### src/rtl/bst_pkg.sv
// types, codes and constants of the bencode stream tokenizer
package bst_pkg;

  localparam int MAX_DEPTH_DEF = 32;

  // raw byte codes
  localparam logic [7:0] CH_I     = 8'h69;
  localparam logic [7:0] CH_E     = 8'h65;
  localparam logic [7:0] CH_D     = 8'h64;
  localparam logic [7:0] CH_L     = 8'h6C;
  localparam logic [7:0] CH_COLON = 8'h3A;
  localparam logic [7:0] CH_MINUS = 8'h2D;
  localparam logic [7:0] CH_ZERO  = 8'h30;
  localparam logic [7:0] CH_NINE  = 8'h39;

  localparam logic [63:0] LEN_LIMIT = 64'h0000_0000_7FFF_FFFF;

  // event codes
  typedef enum logic [2:0] {
    EV_PENDING = 3'd0,
    EV_INT     = 3'd1,
    EV_SHDR    = 3'd2,
    EV_SBYTE   = 3'd3,
    EV_LOPEN   = 3'd4,
    EV_DOPEN   = 3'd5,
    EV_CLOSE   = 3'd6,
    EV_ERROR   = 3'd7
  } ev_t;

  // container kinds held on the stack
  typedef enum logic [1:0] {
    KIND_NONE = 2'd0,
    KIND_LIST = 2'd1,
    KIND_DKEY = 2'd2,
    KIND_DVAL = 2'd3
  } kind_t;

  // parser phases
  typedef enum logic [4:0] {
    PH_IDLE       = 5'b00001,
    PH_INT_START  = 5'b00010,
    PH_INT_DIGITS = 5'b00100,
    PH_STR_LEN    = 5'b01000,
    PH_STR_BODY   = 5'b10000
  } phase_t;

  // one result item
  typedef struct packed {
    ev_t         ev;
    logic [63:0] val;
    logic [5:0]  nest;
    logic        key;
    logic        last;
  } res_t;

endpackage

### src/rtl/bencode_stream_tokenizer_unit.sv
// bencode stream tokenizer top level: byte parser, stack memory and output buffer
//
//  channel | dir | payload                                   | handshake
//  in_     | in  | tdata[7:0] byte                           | tvalid/tready
//  out_    | out | tdata value/nest, tuser event/key, tlast   | tvalid/tready
//
// one byte per cycle, one result item per byte; a result is registered in the parser
// result register, then in the output buffer, before it can be taken
// the stack top sits in a register; the entry below it is always prefetched
// from the one-read one-write stack memory, so a close never waits
// synchronous active-low reset; the stack memory needs no clearing
// input stalls only when the parser result register waits on a full output buffer
module bencode_stream_tokenizer_unit
  import bst_pkg::*;
#(
  parameter int MAX_DEPTH = MAX_DEPTH_DEF
) (
  input  logic        clk,
  input  logic        rst_n,
  input  logic        in_tvalid,
  output logic        in_tready,
  input  logic [7:0]  in_tdata,   // [7:0] in_byte
  output logic        out_tvalid,
  input  logic        out_tready,
  output logic [71:0] out_tdata,  // [63:0] token_value, [69:64] nest_level, zero fill
  output logic [3:0]  out_tuser,  // [2:0] event_res, [3] is_dict_key
  output logic        out_tlast   // last_of_string
);

  localparam int AW  = (MAX_DEPTH > 1) ? $clog2(MAX_DEPTH) : 1;
  localparam int SPW = $clog2(MAX_DEPTH + 1);

  // parser state
  phase_t         phase_r, phase_nxt;
  logic [63:0]    acc_r, acc_nxt;
  logic           neg_r, neg_nxt;
  logic [30:0]    rem_r, rem_nxt;
  logic [SPW-1:0] sp_r, sp_nxt;
  kind_t          top_r, top_nxt;
  logic           err_r, err_nxt;

  // result register toward the output buffer
  res_t           res_r, res;
  logic           res_vld_r;
  logic           buf_ready;

  // stack memory port
  logic           mem_we;
  kind_t          mem_wdata;
  kind_t          below;

  // helpers
  logic           acc_in;
  logic           is_dig;
  logic [3:0]     dig;
  kind_t          tk, tflip;
  logic [35:0]    len10;
  logic [63:0]    int10;
  logic [30:0]    rem_dec;
  res_t           out_res;

  assign in_tready = buf_ready || !res_vld_r;
  assign acc_in    = in_tvalid && in_tready;
  assign is_dig    = (in_tdata >= CH_ZERO) && (in_tdata <= CH_NINE);
  assign dig       = in_tdata[3:0];
  assign tk        = (sp_r == '0) ? KIND_NONE : top_r;
  assign len10     = {1'b0, acc_r[31:0], 3'b000} + {3'b000, acc_r[31:0], 1'b0}
                     + {32'd0, dig};
  assign int10     = {acc_r[60:0], 3'b000} + {acc_r[62:0], 1'b0} + {60'd0, dig};
  assign rem_dec   = rem_r - {30'd0, (rem_r != '0)};

  // key/value flip of the enclosing dictionary when an item starts
  always_comb begin
    unique case (tk)
      KIND_DKEY: tflip = KIND_DVAL;
      KIND_DVAL: tflip = KIND_DKEY;
      default:   tflip = tk;
    endcase
  end

  // per-byte parse step
  always_comb begin
    phase_nxt = phase_r;
    acc_nxt   = acc_r;
    neg_nxt   = neg_r;
    rem_nxt   = rem_r;
    sp_nxt    = sp_r;
    top_nxt   = top_r;
    err_nxt   = err_r;
    mem_we    = 1'b0;
    mem_wdata = tflip;
    res.ev    = EV_ERROR;
    res.val   = '0;
    res.key   = 1'b0;
    res.last  = 1'b0;
    if (acc_in && !err_r) begin
      unique case (phase_r)
        PH_IDLE: begin
          if (in_tdata == CH_I) begin
            if (tk != KIND_DKEY) begin
              top_nxt   = tflip;
              acc_nxt   = '0;
              neg_nxt   = 1'b0;
              phase_nxt = PH_INT_START;
              res.ev    = EV_PENDING;
            end
          end else if (in_tdata == CH_L || in_tdata == CH_D) begin
            if (tk != KIND_DKEY && sp_r < SPW'(MAX_DEPTH)) begin
              // old top, flipped, goes down into the memory
              mem_we  = (sp_r != '0);
              top_nxt = (in_tdata == CH_L) ? KIND_LIST : KIND_DKEY;
              sp_nxt  = sp_r + SPW'(1);
              res.ev  = (in_tdata == CH_L) ? EV_LOPEN : EV_DOPEN;
            end
          end else if (in_tdata == CH_E) begin
            if (sp_r != '0 && tk != KIND_DVAL) begin
              sp_nxt  = sp_r - SPW'(1);
              top_nxt = below;
              res.ev  = EV_CLOSE;
            end
          end else if (is_dig) begin
            top_nxt   = tflip;
            acc_nxt   = {60'd0, dig};
            phase_nxt = PH_STR_LEN;
            res.ev    = EV_PENDING;
          end
        end
        PH_INT_START, PH_INT_DIGITS: begin
          if (in_tdata == CH_E) begin
            res.val   = neg_r ? (64'd0 - acc_r) : acc_r;
            phase_nxt = PH_IDLE;
            res.ev    = EV_INT;
          end else if (in_tdata == CH_MINUS && phase_r == PH_INT_START) begin
            neg_nxt   = 1'b1;
            phase_nxt = PH_INT_DIGITS;
            res.ev    = EV_PENDING;
          end else if (is_dig) begin
            acc_nxt   = int10;
            phase_nxt = PH_INT_DIGITS;
            res.ev    = EV_PENDING;
          end
        end
        PH_STR_LEN: begin
          if (is_dig) begin
            // saturate just above the length limit
            acc_nxt = ({28'd0, len10} > LEN_LIMIT) ? (LEN_LIMIT + 64'd1)
                                                   : {28'd0, len10};
            res.ev  = EV_PENDING;
          end else if (in_tdata == CH_COLON && acc_r <= LEN_LIMIT) begin
            res.val   = acc_r;
            res.key   = (tk == KIND_DVAL);
            rem_nxt   = acc_r[30:0];
            res.last  = (acc_r == '0);
            phase_nxt = (acc_r == '0) ? PH_IDLE : PH_STR_BODY;
            res.ev    = EV_SHDR;
          end
        end
        PH_STR_BODY: begin
          res.val  = {56'd0, in_tdata};
          res.key  = (tk == KIND_DVAL);
          rem_nxt  = rem_dec;
          res.last = (rem_dec == '0);
          if (rem_dec == '0) phase_nxt = PH_IDLE;
          res.ev   = EV_SBYTE;
        end
        default: begin
        end
      endcase
    end
    // any failure is sticky
    if (res.ev == EV_ERROR) begin
      if (acc_in) err_nxt = 1'b1;
      res.val  = '0;
      res.key  = 1'b0;
      res.last = 1'b0;
    end
    res.nest = 6'(sp_nxt);
  end

  // control and payload registers
  always_ff @(posedge clk) begin
    if (!rst_n) begin
      phase_r   <= PH_IDLE;
      acc_r     <= '0;
      neg_r     <= 1'b0;
      rem_r     <= '0;
      sp_r      <= '0;
      top_r     <= KIND_NONE;
      err_r     <= 1'b0;
      res_vld_r <= 1'b0;
    end else begin
      phase_r <= phase_nxt;
      acc_r   <= acc_nxt;
      neg_r   <= neg_nxt;
      rem_r   <= rem_nxt;
      sp_r    <= sp_nxt;
      top_r   <= top_nxt;
      err_r   <= err_nxt;
      if (in_tready) res_vld_r <= in_tvalid;
    end
  end

  always_ff @(posedge clk) begin
    if (acc_in) begin
      res_r <= res;
    end
  end

  // stack memory: write the old top at push, prefetch the entry below the new top
  bst_stack_mem #(
    .DEPTH (MAX_DEPTH),
    .AW    (AW)
  ) u_stack (
    .clk   (clk),
    .rst_n (rst_n),
    .we    (mem_we),
    .waddr (AW'(sp_r - SPW'(1))),
    .wdata (mem_wdata),
    .raddr (AW'(sp_nxt - SPW'(2))),
    .rdata (below)
  );

  // output buffer
  bst_out_buf u_obuf (
    .clk       (clk),
    .rst_n     (rst_n),
    .in_valid  (res_vld_r),
    .in_ready  (buf_ready),
    .in_res    (res_r),
    .out_valid (out_tvalid),
    .out_ready (out_tready),
    .out_res   (out_res)
  );

  assign out_tdata = {2'b00, out_res.nest, out_res.val};
  assign out_tuser = {out_res.key, out_res.ev};
  assign out_tlast = out_res.last;

endmodule

### src/rtl/bst_stack_mem.sv
// container stack memory with registered read and write-to-read forwarding
module bst_stack_mem
  import bst_pkg::*;
#(
  parameter int DEPTH = MAX_DEPTH_DEF,
  parameter int AW    = $clog2(MAX_DEPTH_DEF)
) (
  input  logic          clk,
  input  logic          rst_n,
  input  logic          we,
  input  logic [AW-1:0] waddr,
  input  kind_t         wdata,
  input  logic [AW-1:0] raddr,
  output kind_t         rdata
);

  kind_t         mem [DEPTH];
  kind_t         q_r;
  kind_t         fwd_data_r;
  logic          fwd_r;

  // write port
  always_ff @(posedge clk) begin
    if (we) begin
      mem[waddr] <= wdata;
    end
  end

  // read port, registered
  always_ff @(posedge clk) begin
    q_r        <= mem[raddr];
    fwd_data_r <= wdata;
  end

  // same-entry write and read in one cycle: take the written kind
  always_ff @(posedge clk) begin
    if (!rst_n) begin
      fwd_r <= 1'b0;
    end else begin
      fwd_r <= we && (waddr == raddr);
    end
  end

  assign rdata = fwd_r ? fwd_data_r : q_r;

endmodule

### src/rtl/bst_out_buf.sv
// two-entry output buffer parting the parser from the result channel
module bst_out_buf
  import bst_pkg::*;
(
  input  logic clk,
  input  logic rst_n,
  input  logic in_valid,
  output logic in_ready,
  input  res_t in_res,
  output logic out_valid,
  input  logic out_ready,
  output res_t out_res
);

  res_t       buf_r [2];
  logic       head_r, tail_r;
  logic [1:0] cnt_r, cnt_nxt;
  logic       push, pop;

  assign in_ready  = (cnt_r != 2'd2);
  assign out_valid = (cnt_r != 2'd0);
  assign out_res   = buf_r[head_r];
  assign push      = in_valid && in_ready;
  assign pop       = out_valid && out_ready;

  // occupancy
  always_comb begin
    unique case ({push, pop})
      2'b10:   cnt_nxt = cnt_r + 2'd1;
      2'b01:   cnt_nxt = cnt_r - 2'd1;
      default: cnt_nxt = cnt_r;
    endcase
  end

  // entry storage
  always_ff @(posedge clk) begin
    if (push) begin
      buf_r[tail_r] <= in_res;
    end
  end

  // pointers
  always_ff @(posedge clk) begin
    if (!rst_n) begin
      head_r <= 1'b0;
      tail_r <= 1'b0;
      cnt_r  <= 2'd0;
    end else begin
      if (push) tail_r <= ~tail_r;
      if (pop)  head_r <= ~head_r;
      cnt_r <= cnt_nxt;
    end
  end

endmodule

### config.mk
export PLATFORM = sky130hd
export DESIGN_NAME = bencode_stream_tokenizer_unit
export DESIGN_NICKNAME = d
export VERILOG_FILES = /design/src/rtl/bst_pkg.sv /design/src/rtl/bencode_stream_tokenizer_unit.sv /design/src/rtl/bst_stack_mem.sv /design/src/rtl/bst_out_buf.sv
export SDC_FILE = /design/constraint.sdc
export NUM_CORES = 1
export LEC_CHECK = 0
export BUFFER_PORTS_ARGS = -buffer_cell sky130_fd_sc_hd__buf_4
export CELL_PAD_IN_SITES_DETAIL_PLACEMENT = 2
export CELL_PAD_IN_SITES_GLOBAL_PLACEMENT = 2
export CORE_MARGIN = 2
export CORE_UTILIZATION = 30
export DETAILED_ROUTE_END_ITERATION = 16
export PLACE_DENSITY = 0.7
export SLEW_MARGIN = 20
export SYNTH_ARGS = -nofsm -noshare
export SYNTH_HDL_FRONTEND = slang
export SYNTH_SLANG_ARGS = --single-unit
### constraint.sdc
create_clock -name clk -period 5.6 [get_ports clk]
set_input_delay 1.68 -clock clk [delete_from_list [all_inputs] [get_ports clk]]
set_output_delay 1.68 -clock clk [all_outputs]
set_load 0.05 [all_outputs]
* After elaboration in Yosys (flattened, before gate mapping) *
Memories as Yosys holds them, arrays and structs flattened. A register that Yosys moved wholly into a read port is not among the register bits.
Cells that the tools add are included.

cells by class
  add/sub/neg operators = 11
  order comparisons = 5
  equal/unequal tests = 38
  mux-type cells = 83
  bitwise operators = 3
  reduce and logical (&&, ||, !) cells = 34

operators with widths
  operator                                                          number
  2-to-1 mux 64 bit                                                 12
  one-hot mux 64 bit (3 select lines)                               2
  2-to-1 mux 67 bit                                                 2
  adder 64 x 4 -> 64 bit                                            1
  adder 64 bit                                                      1
  less-or-equal comparator 64 x 31 -> 1 bit, second input constant  1
  logical NOT 64 bit                                                1
  subtractor 1 x 64 -> 64 bit, first input constant                 1
  2-to-1 mux 31 bit                                                 2
  one-hot mux 31 bit (2 select lines)                               1
  2-to-1 mux 5 bit                                                  12
  2-to-1 mux 6 bit                                                  7
  adder 35 x 33 -> 36 bit                                           1
  adder 36 x 4 -> 36 bit                                            1
  > comparator 36 x 31 -> 1 bit, second input constant              1
  2-to-1 mux 36 bit                                                 1
  == test 8 x 7 -> 1 bit, second input constant                     4
  logical NOT 31 bit                                                1
  nonzero test 31 bit                                               1
  subtractor 31 x 1 -> 31 bit                                       1
  2-to-1 mux 2 bit                                                  13
  != test 2 bit, second input constant                              13
  2-to-1 mux 3 bit                                                  8
  one-hot mux 5 bit (4 select lines)                                1
  41 further kinds                                                  85

word-level totals
  bits in registers = 193
  bits in writable memories = 214
  output and inout port bits = 79
  word-level logic and storage cells = 194
  memories = 2

memory list
  memory        words  bits a word  read ports  clocked after Yosys merged registers in  write ports  RTL line             text
  u_obuf.buf_r  2      75           1           1                                        1            bst_out_buf.sv:15    res_t buf_r [2];
  u_stack.mem   32     2            1           1                                        1            bst_stack_mem.sv:17  kind_t mem [DEPTH];

* Logic depth before layout (Yosys ltp) *
Gate-level depths: netlist (run 1).

  depth in word-level cells = 13
  gate-level depth with buffers = 20
  depth with buffers taken out = 18

* Modules after synthesis *
A second synthesis (run 1) with hierarchy kept.

unflattened totals
  cell total of the unflattened synthesis = 2212
  area, all modules = 22879.4 µm²

modules (own cells, without submodules)
  module                         times used  cells each  area each (µm²)  seq. area each (µm²)
  bencode_stream_tokenizer_unit  1           1754        14293.7          4474.3
  bst_out_buf                    1           257         5636.7           4604.4
  bst_stack_mem                  1           201         2949.1           2021.9

* Worst setup path after synthesis (run 1) *
No wires, ideal clock.

  kind = input to register
  from = input in_tdata[4]
  to = register u_stack.q_r[0] (read register of u_stack.mem)
  setup time = 0.134 ns
  data arrival time = 5.006 ns
  required time = 5.466 ns
  path slack = 0.460 ns
  stages on the path = 13
  path buffers = 1
  cells stage by stage = nand4bb_4 > or3_4 > or3b_4 > nor3b_4 > a32oi_1 > o21ai_1 > a21boi_1 > ha_1 > xor2_4 > buf_4 > mux2i_1 > mux2_1 > mux4_2

between the ends
  longest elaborated chain between the ends = 7
  elaborated cells on any way between the ends = 11
  those cells by class = add/sub: 1; eq/ne: 4; mux: 5; reduce/logical: 1

RTL lines
  item                                                         RTL line                                                                    text
  start: declaration                                           bencode_stream_tokenizer_unit.sv:22                                         input logic [7:0] in_tdata,
  == test 8 x 7 -> 1 bit (on tied branches)                    bencode_stream_tokenizer_unit.sv:115, bencode_stream_tokenizer_unit.sv:107
  2-to-1 mux 6 bit / logical OR 1 bit (equally long branches)  bencode_stream_tokenizer_unit.sv:115, bencode_stream_tokenizer_unit.sv:107
  2-to-1 mux 6 bit                                             bencode_stream_tokenizer_unit.sv:107                                        end else if (in_tdata == CH_L || in_tdata == CH_D) begin
  2-to-1 mux 6 bit (*)                                         bencode_stream_tokenizer_unit.sv:99                                         if (in_tdata == CH_I) begin
  2-to-1 mux 6 bit (*)                                         bencode_stream_tokenizer_unit.sv:97                                         unique case (phase_r)
  2-to-1 mux 6 bit (*)                                         bencode_stream_tokenizer_unit.sv:96                                         if (acc_in && !err_r) begin
  subtractor 5 x 2 -> 5 bit (*)                                bencode_stream_tokenizer_unit.sv:219                                        .raddr (AW'(sp_nxt - SPW'(2))),
  end: declaration                                             bst_stack_mem.sv:18                                                         kind_t q_r;

Every way passes the cells marked *; elsewhere a longest branch is shown, timed or not.
A chain may end at the register's enable or synchronous reset.

* Final worst setup path (run 1) *
  from = input in_tdata[3]
  to = register acc_r[62]

between the ends
  longest elaborated chain between the ends = 5
  elaborated cells on any way between the ends = 25
  those cells by class = add/sub: 1; order compare: 2; eq/ne: 13; mux: 5; reduce/logical: 4

RTL lines
  item                                 RTL line                              text
  adder 64 x 4 -> 64 bit               bencode_stream_tokenizer_unit.sv:69   assign int10 = {acc_r[60:0], 3'b000} + {acc_r[62:0], 1'b0} + {60'd0, dig};
  2-to-1 mux 64 bit                    bencode_stream_tokenizer_unit.sv:137  end else if (is_dig) begin
  2-to-1 mux 64 bit                    bencode_stream_tokenizer_unit.sv:133  end else if (in_tdata == CH_MINUS && phase_r == PH_INT_START) begin
  2-to-1 mux 64 bit                    bencode_stream_tokenizer_unit.sv:129  if (in_tdata == CH_E) begin
  one-hot mux 64 bit (3 select lines)  bencode_stream_tokenizer_unit.sv:97
  end signal: assignment               bencode_stream_tokenizer_unit.sv:193  acc_r <= acc_nxt;
  end: declaration                     bencode_stream_tokenizer_unit.sv:35   logic [63:0] acc_r, acc_nxt;

Several ways; a longest one is shown, not always the timed one. The select of a mux whose other input is x is not followed.

==> flow_summary.toml, run 1 <==
[outcome]
status = "completed"

[logic_synthesis]
ys_top_cells_by_area = "edfxtp_1 (38%), dfxtp_1 (11%), ha_1 (7.4%)"
synth_ff_type = "edfxtp_1"
syn_area_um2 = 22700
synth-seq-cells = 410
netlist-cell-type-count = 83
synth.most_common_cell = "edfxtp_1"
syn_area_per_cell_um2 = 10.3
synth_top_cell_by_area = "edfxtp_1"
ys_top_cells_by_count = "edfxtp_1 (289), nand2_1 (235), nor2_1 (225)"
synth_edf_count = 289
netlist.area_leader.share = 0.382
synthCells = 2214
seq_area_frac_synth = 0.488
synth-async-reset-ratio = 0
ys.warnings.count = 0

[min_path]
whs_path_depth = 0
hp-start = "res_r[41]$_SDFFCE_PP0P_"
hold_path_end = "u_obuf.buf_r[0][41]$_DFFE_PP_"
min_path_type = "reg -> reg"

[layout]
layout-drive-gt1-share = 0.149
area_growth_pct = 15.7
fin_cells = 3316
fillers = 8054
fin_area_um2 = 26300
multi_input_area_um2 = 11100
fin_nets = 2455
seq_area_um2 = 11100

[timing]
slew_headroom = 0.273
rsz0062_at_grt = "false"
hold_violations = 0
tightest_slew_ns = 1.09
clock_skew_ns = 0.0101
fmax_mhz = 194
min_period_ns = 5.15
slew_viol_final = 0
period_share = 0.919
setup_viol = 0

[setup_path]
r2r-end = "res_r[0]$_SDFFCE_PP0P_"
crit_chain = "buf_4 > inv_1 > fa_1 > fa_1 > nor2b_1 > o2111ai_1 > a31o_2 > a21oi_1 > buf_4 > a22oi_1 > o41ai_1 > buf_4 > a221oi_1 > o221ai_1 > nor2_1 > xor2_1 > o21ai_0"
crit_path_start_kind = "primary input"
cp_common_cell = "buf_4"
worst_path_max_delay_cell = "fa_1"
r2r_slack_ns = 0.59
path_max_fanout = 3
r2r_cells = 16
cp-end-kind = "flip-flop"
worstPathRequired_ns = 6.07
critPathMaxStageDelay_ns = 0.61
path_buf_inv = 4
crit_arrival_ns = 5.61
critPathTopFamily = "compound AO/OA/AOI/OAI gates"
timing.rr.start = "rem_r[5]$_SDFFE_PN0P_"
criticalPathCategory = "in -> reg"

[die]
chipWidth_um = 279
io_pins = 91
dieArea_um2 = 78000
core-area_um2 = 74700
std_cell_rows = 100
fp.dieH_um = 279
start_util = 0.304

[route]
viasPerCell = 5.45
vias = 18100
drc_errors = 0
wirelength_um = 78400
first_pass_iters = 5
antenna_left = 0
drtIter0Drc = 975
wl_per_cell_um = 23.6

[clock_network]
cts_root_buf = "clkbuf_16"
insertion_delay_ns = 0.60
clk_pin_slew_ns = 0.06
h-tree-depth = 2
postCtsResizedCells = 0
cts_buffers = 49
cts.sinks = 410
cts.hold.buffers_added = 0
cts_tree = "done"
cts_setup_buffers = 0
clockBufferDepth = 3

[global_routing]
antenna_found_initial = 4
grt_max_degree = 62
grt_pass1_vias = 19900
grt_remaining_overflow = 0
grt_pass1_wl_um = 120000
gr-usage-all-layers = 0.199

[placement]
io_buffer_count = 88
gp_congestion = 0.856
hpwl_um = 57200
dp_cells = 3224
dpl_cell_area_um2 = 24700

[power]
p_per_area_nw_per_um2 = 303
leakage_nw = 10.6
irDropWorstVdd_mv = 0.204

[job]
cap_violations = 0
registers in the layout, indices dropped and copies added (netlist names), named ones only:
register,count
u_obuf.head_r,1
neg_r,1
u_stack.q_r,2
u_obuf.tail_r,1
u_stack.fwd_data_r,2
acc_r,64
u_stack.fwd_r,1
rem_r,31
top_r,2
res_vld_r,1
phase_r,5
u_obuf.buf_r,150
u_stack.mem,64
err_r,1
u_obuf.cnt_r,2
sp_r,6
res_r,75
per-stage QoR:
stage	power, mW	setup TNS (ns)	hold WS, ns	util	setup WS (ns)
3_5_place_dp	4.86	-0.0815	0.439	0.331	-0.0516
2_1_floorplan	4.42	0	0.421	-	0.460
6_report	7.97	0	0.449	0.352	0.455
4_1_cts	8.08	0	0.451	0.352	0.504
5_1_grt	8.24	0	0.464	0.352	0.278
3_3_place_gp	4.82	0	0.422	0.331	0.0906
cell usage in the layout, fill, tap and decap left out, types with 53 or more instances in the layout:
cell type	synthesis	routed
a21oi_1	155	155
buf_4	3	142
dfxtp_1	121	119
edfxtp_1	289	289
ha_1	135	135
mux2_2	80	80
mux2i_1	53	53
nand2_1	235	235
nor2_1	225	222
o21ai_0	148	148
xor2_1	62	62
report_power, final:
part           internal (mW)  switching (mW)  leakage, nW
Sequential              3.38           0.110         3.87
Combinational          0.409           0.870         5.94
Clock                   1.87            1.33        0.788
per-layer routing:
layer,part of all wire,track usage,up-vias
met5,0.00052,0,-
met4,0.030,0.0658,6
met3,0.040,0.0293,127
met2,0.48,0.343,338
met1,0.45,0.254,9197
li1,-,-,8388
cell type report:
type | count | share of cell area
inverter | 50 | 0.00714
timing repair buffer | 144 | 0.0420
sequential | 410 | 0.422
multi-input combinational | 1651 | 0.422
clock buffer | 67 | 0.0511
clock inverter | 24 | 0.00947
antenna | 1 | 0.0000951
tap | 969 | 0.0461
worst max path at each step:
stage                           start                endpoint  slack (ns)  depth (start not counted)
after floorplan           in_tdata[4]  u_stack.q_r[0]$_DFF_P_        0.46                         13
after global placement    in_tdata[3]  acc_r[52]$_SDFFE_PN0P_        0.09                         17
after detailed placement  in_tdata[3]  acc_r[52]$_SDFFE_PN0P_       -0.05                         17
after CTS                 in_tdata[3]  acc_r[62]$_SDFFE_PN0P_        0.50                         17
after global routing      in_tdata[3]  acc_r[52]$_SDFFE_PN0P_        0.28                         17
final                     in_tdata[3]  acc_r[62]$_SDFFE_PN0P_        0.45                         17
cell families (layout without fill, tap and decap cells):
group,Yosys count,count (layout),synth area share
adder cells (fa/ha/maj),137,137,0.0761
multiplexers,139,139,0.0669
other,1,3,0.000165
XOR/XNOR,115,115,0.0455
buffers and inverters,154,285,0.0260
AO/OA/AOI/OAI,527,527,0.144
AND/OR/NAND/NOR,731,731,0.153
flip-flops,410,410,0.488
(Power assumes the default switching activity.)
==> run 2: changes to the inputs <==
CELL_PAD_IN_SITES_DETAIL_PLACEMENT = not set   (was 2)
CELL_PAD_IN_SITES_GLOBAL_PLACEMENT = not set   (was 2)
PLACE_DENSITY = 0.54   (was 0.7)
==> flow_summary.toml, run 2 (same netlist as run 1, synthesis figures left out) <==
[job]
cap_violations = 0

[power]
switching_share = 0.282
power_frac_comb = 0.167
seqPwrFrac = 0.443
leakage_nw = 10.5
p_per_area_nw_per_um2 = 297
p_clk_frac = 0.391
finalPower_mw = 7.74
switchingPower_mw = 2.18
irDropWorstVdd_mv = 0.191
p_int_mw = 5.56

[clock_network]
h-tree-depth = 2
postCtsResizedCells = 0
clk_pin_slew_ns = 0.06
cts.sinks = 410
clockBufferDepth = 3
cts.hold.buffers_added = 0
cts_buffers = 44
cts_tree = "done"
cts_setup_buffers = 0
cts_root_buf = "clkbuf_16"
insertion_delay_ns = 0.59

[timing]
min_period_ns = 5.05
hold_violations = 0
setup_viol = 0
clock_skew_ns = 0.0277
holdWs_ns = 0.426
slew_headroom = 0.345
tightest_slew_ns = 0.981
rsz0062_at_grt = "false"
period_share = 0.901
fin_ws_ns = 0.553
fmax_mhz = 198
tns_ns = 0
slew_viol_final = 0

[placement]
io_buffer_count = 88
gp_congestion = 0.885
dpl_cell_area_um2 = 24600
dp_cells = 3210
pre_cts_slack_ns = 0.0775
hpwl_um = 43100

[min_path]
hold_path_end = "u_obuf.buf_r[1][49]$_DFFE_PP_"
hp-start = "res_r[49]$_SDFFCE_PP0P_"
min_path_type = "reg -> reg"
whs_path_depth = 0

[route]
vias = 17200
viasPerCell = 5.24
first_pass_iters = 6
drtIter0Drc = 1313
drc_errors = 0
wl_per_cell_um = 18.3
wirelength_um = 60100
antenna_left = 0

[setup_path]
cp-end-kind = "flip-flop"
critPathTopFamily = "simple AND/OR/NAND/NOR gates"
critPathMaxStageDelay_ns = 0.61
worstPathRequired_ns = 6.02
criticalPathCategory = "reg -> reg"
timing.rr.start = "rem_r[4]$_SDFFE_PN0P_"
r2r_slack_ns = 0.55
worst_path_max_delay_cell = "or4_1"
crit_chain = "or4_1 > or4b_1 > or3_1 > or4_1 > ha_1 > ha_1 > nand2b_1 > or2_2 > nor3_1 > xor2_1 > nor4_1 > nand4_1 > nor4_1 > nand3_1 > o22ai_1 > and2_1"
r2r_cells = 16
crit_arrival_ns = 5.47
path_buf_inv = 0
path_max_fanout = 8
r2r-end = "res_r[0]$_SDFFCE_PP0P_"
crit_path_start_kind = "flip-flop"

[die]
std_cell_rows = 100
chipWidth_um = 279
dieArea_um2 = 78000
core-area_um2 = 74700
start_util = 0.304
fp.dieH_um = 279
io_pins = 91

[layout]
reg_top3 = "u_obuf.buf_r x150, res_r x75"
fin_area_um2 = 26100
top_register = "u_obuf.buf_r"
final_cell_mix = "edfxtp_1 (289), nand2_1 (235), nor2_1 (222), a21oi_1 (155), o21ai_0 (148)"
largest_reg_flops = 150
final_util = 0.350
area_growth_pct = 14.8
fin_cells = 3292
antenna_cells = 0
layout_commonest_cell = "edfxtp_1"
layout-drive-gt1-share = 0.141
fin_nets = 2436

[global_routing]
gr-usage-all-layers = 0.151
grt_max_degree = 76
grt_pass1_vias = 16700
antenna_found_initial = 3
grt_remaining_overflow = 0
grt_pass1_wl_um = 94900

[outcome]
status = "completed"
[run 2: cell count changes in the layout (fill, tap and decap cells not counted), sizes merged]
cell,change
buf,-14
clkbuf,-10
bufinv,+2
clkinv,-2
diode,-1
inv,+1
[run 2: how the worst max path moves through the flow]
stage | startpoint | endpoint | slack, ns | depth (start not counted)
after floorplan | in_tdata[4] | u_stack.q_r[0]$_DFF_P_ | 0.46 | 13
after detailed placement | in_tdata[3] | acc_r[62]$_SDFFE_PN0P_ | 0.08 | 17
final | rem_r[4]$_SDFFE_PN0P_ | res_r[0]$_SDFFCE_PP0P_ | 0.55 | 16
after CTS | rem_r[4]$_SDFFE_PN0P_ | res_r[0]$_SDFFCE_PP0P_ | 0.53 | 16
after global routing | rem_r[4]$_SDFFE_PN0P_ | res_r[0]$_SDFFCE_PP0P_ | 0.26 | 16
after global placement | in_tdata[3] | acc_r[63]$_SDFFE_PN0P_ | 0.16 | 16
[run 2: routing by layer]
layer	part of all wire	GRT usage	vias up
li1	-	-	8387
met1	0.47	0.211	8295
met2	0.46	0.240	461
met5	0.00062	0	-
met4	0.025	0.0451	6
met3	0.052	0.0245	95
[run 2: power groups by stage]
stage	clock network, mW	logic [mW]	registers, mW
6_report	3.02	1.29	3.43
5_1_grt	3.21	1.35	3.44
4_1_cts	3.10	1.32	3.43
3_5_place_dp	0	1.31	3.49
3_3_place_gp	0	1.31	3.49
2_1_floorplan	0	0.939	3.48
[run 2: area by class of cell]
type | instances | area (um^2)
fillers | 7396 | 48600
repair buffers | 130 | 1030
multi-input cells | 1651 | 11100
well taps | 969 | 1210
clock buffers | 57 | 1170
flip-flops and latches | 410 | 11100
clock inverters | 25 | 313
inverters | 50 | 188
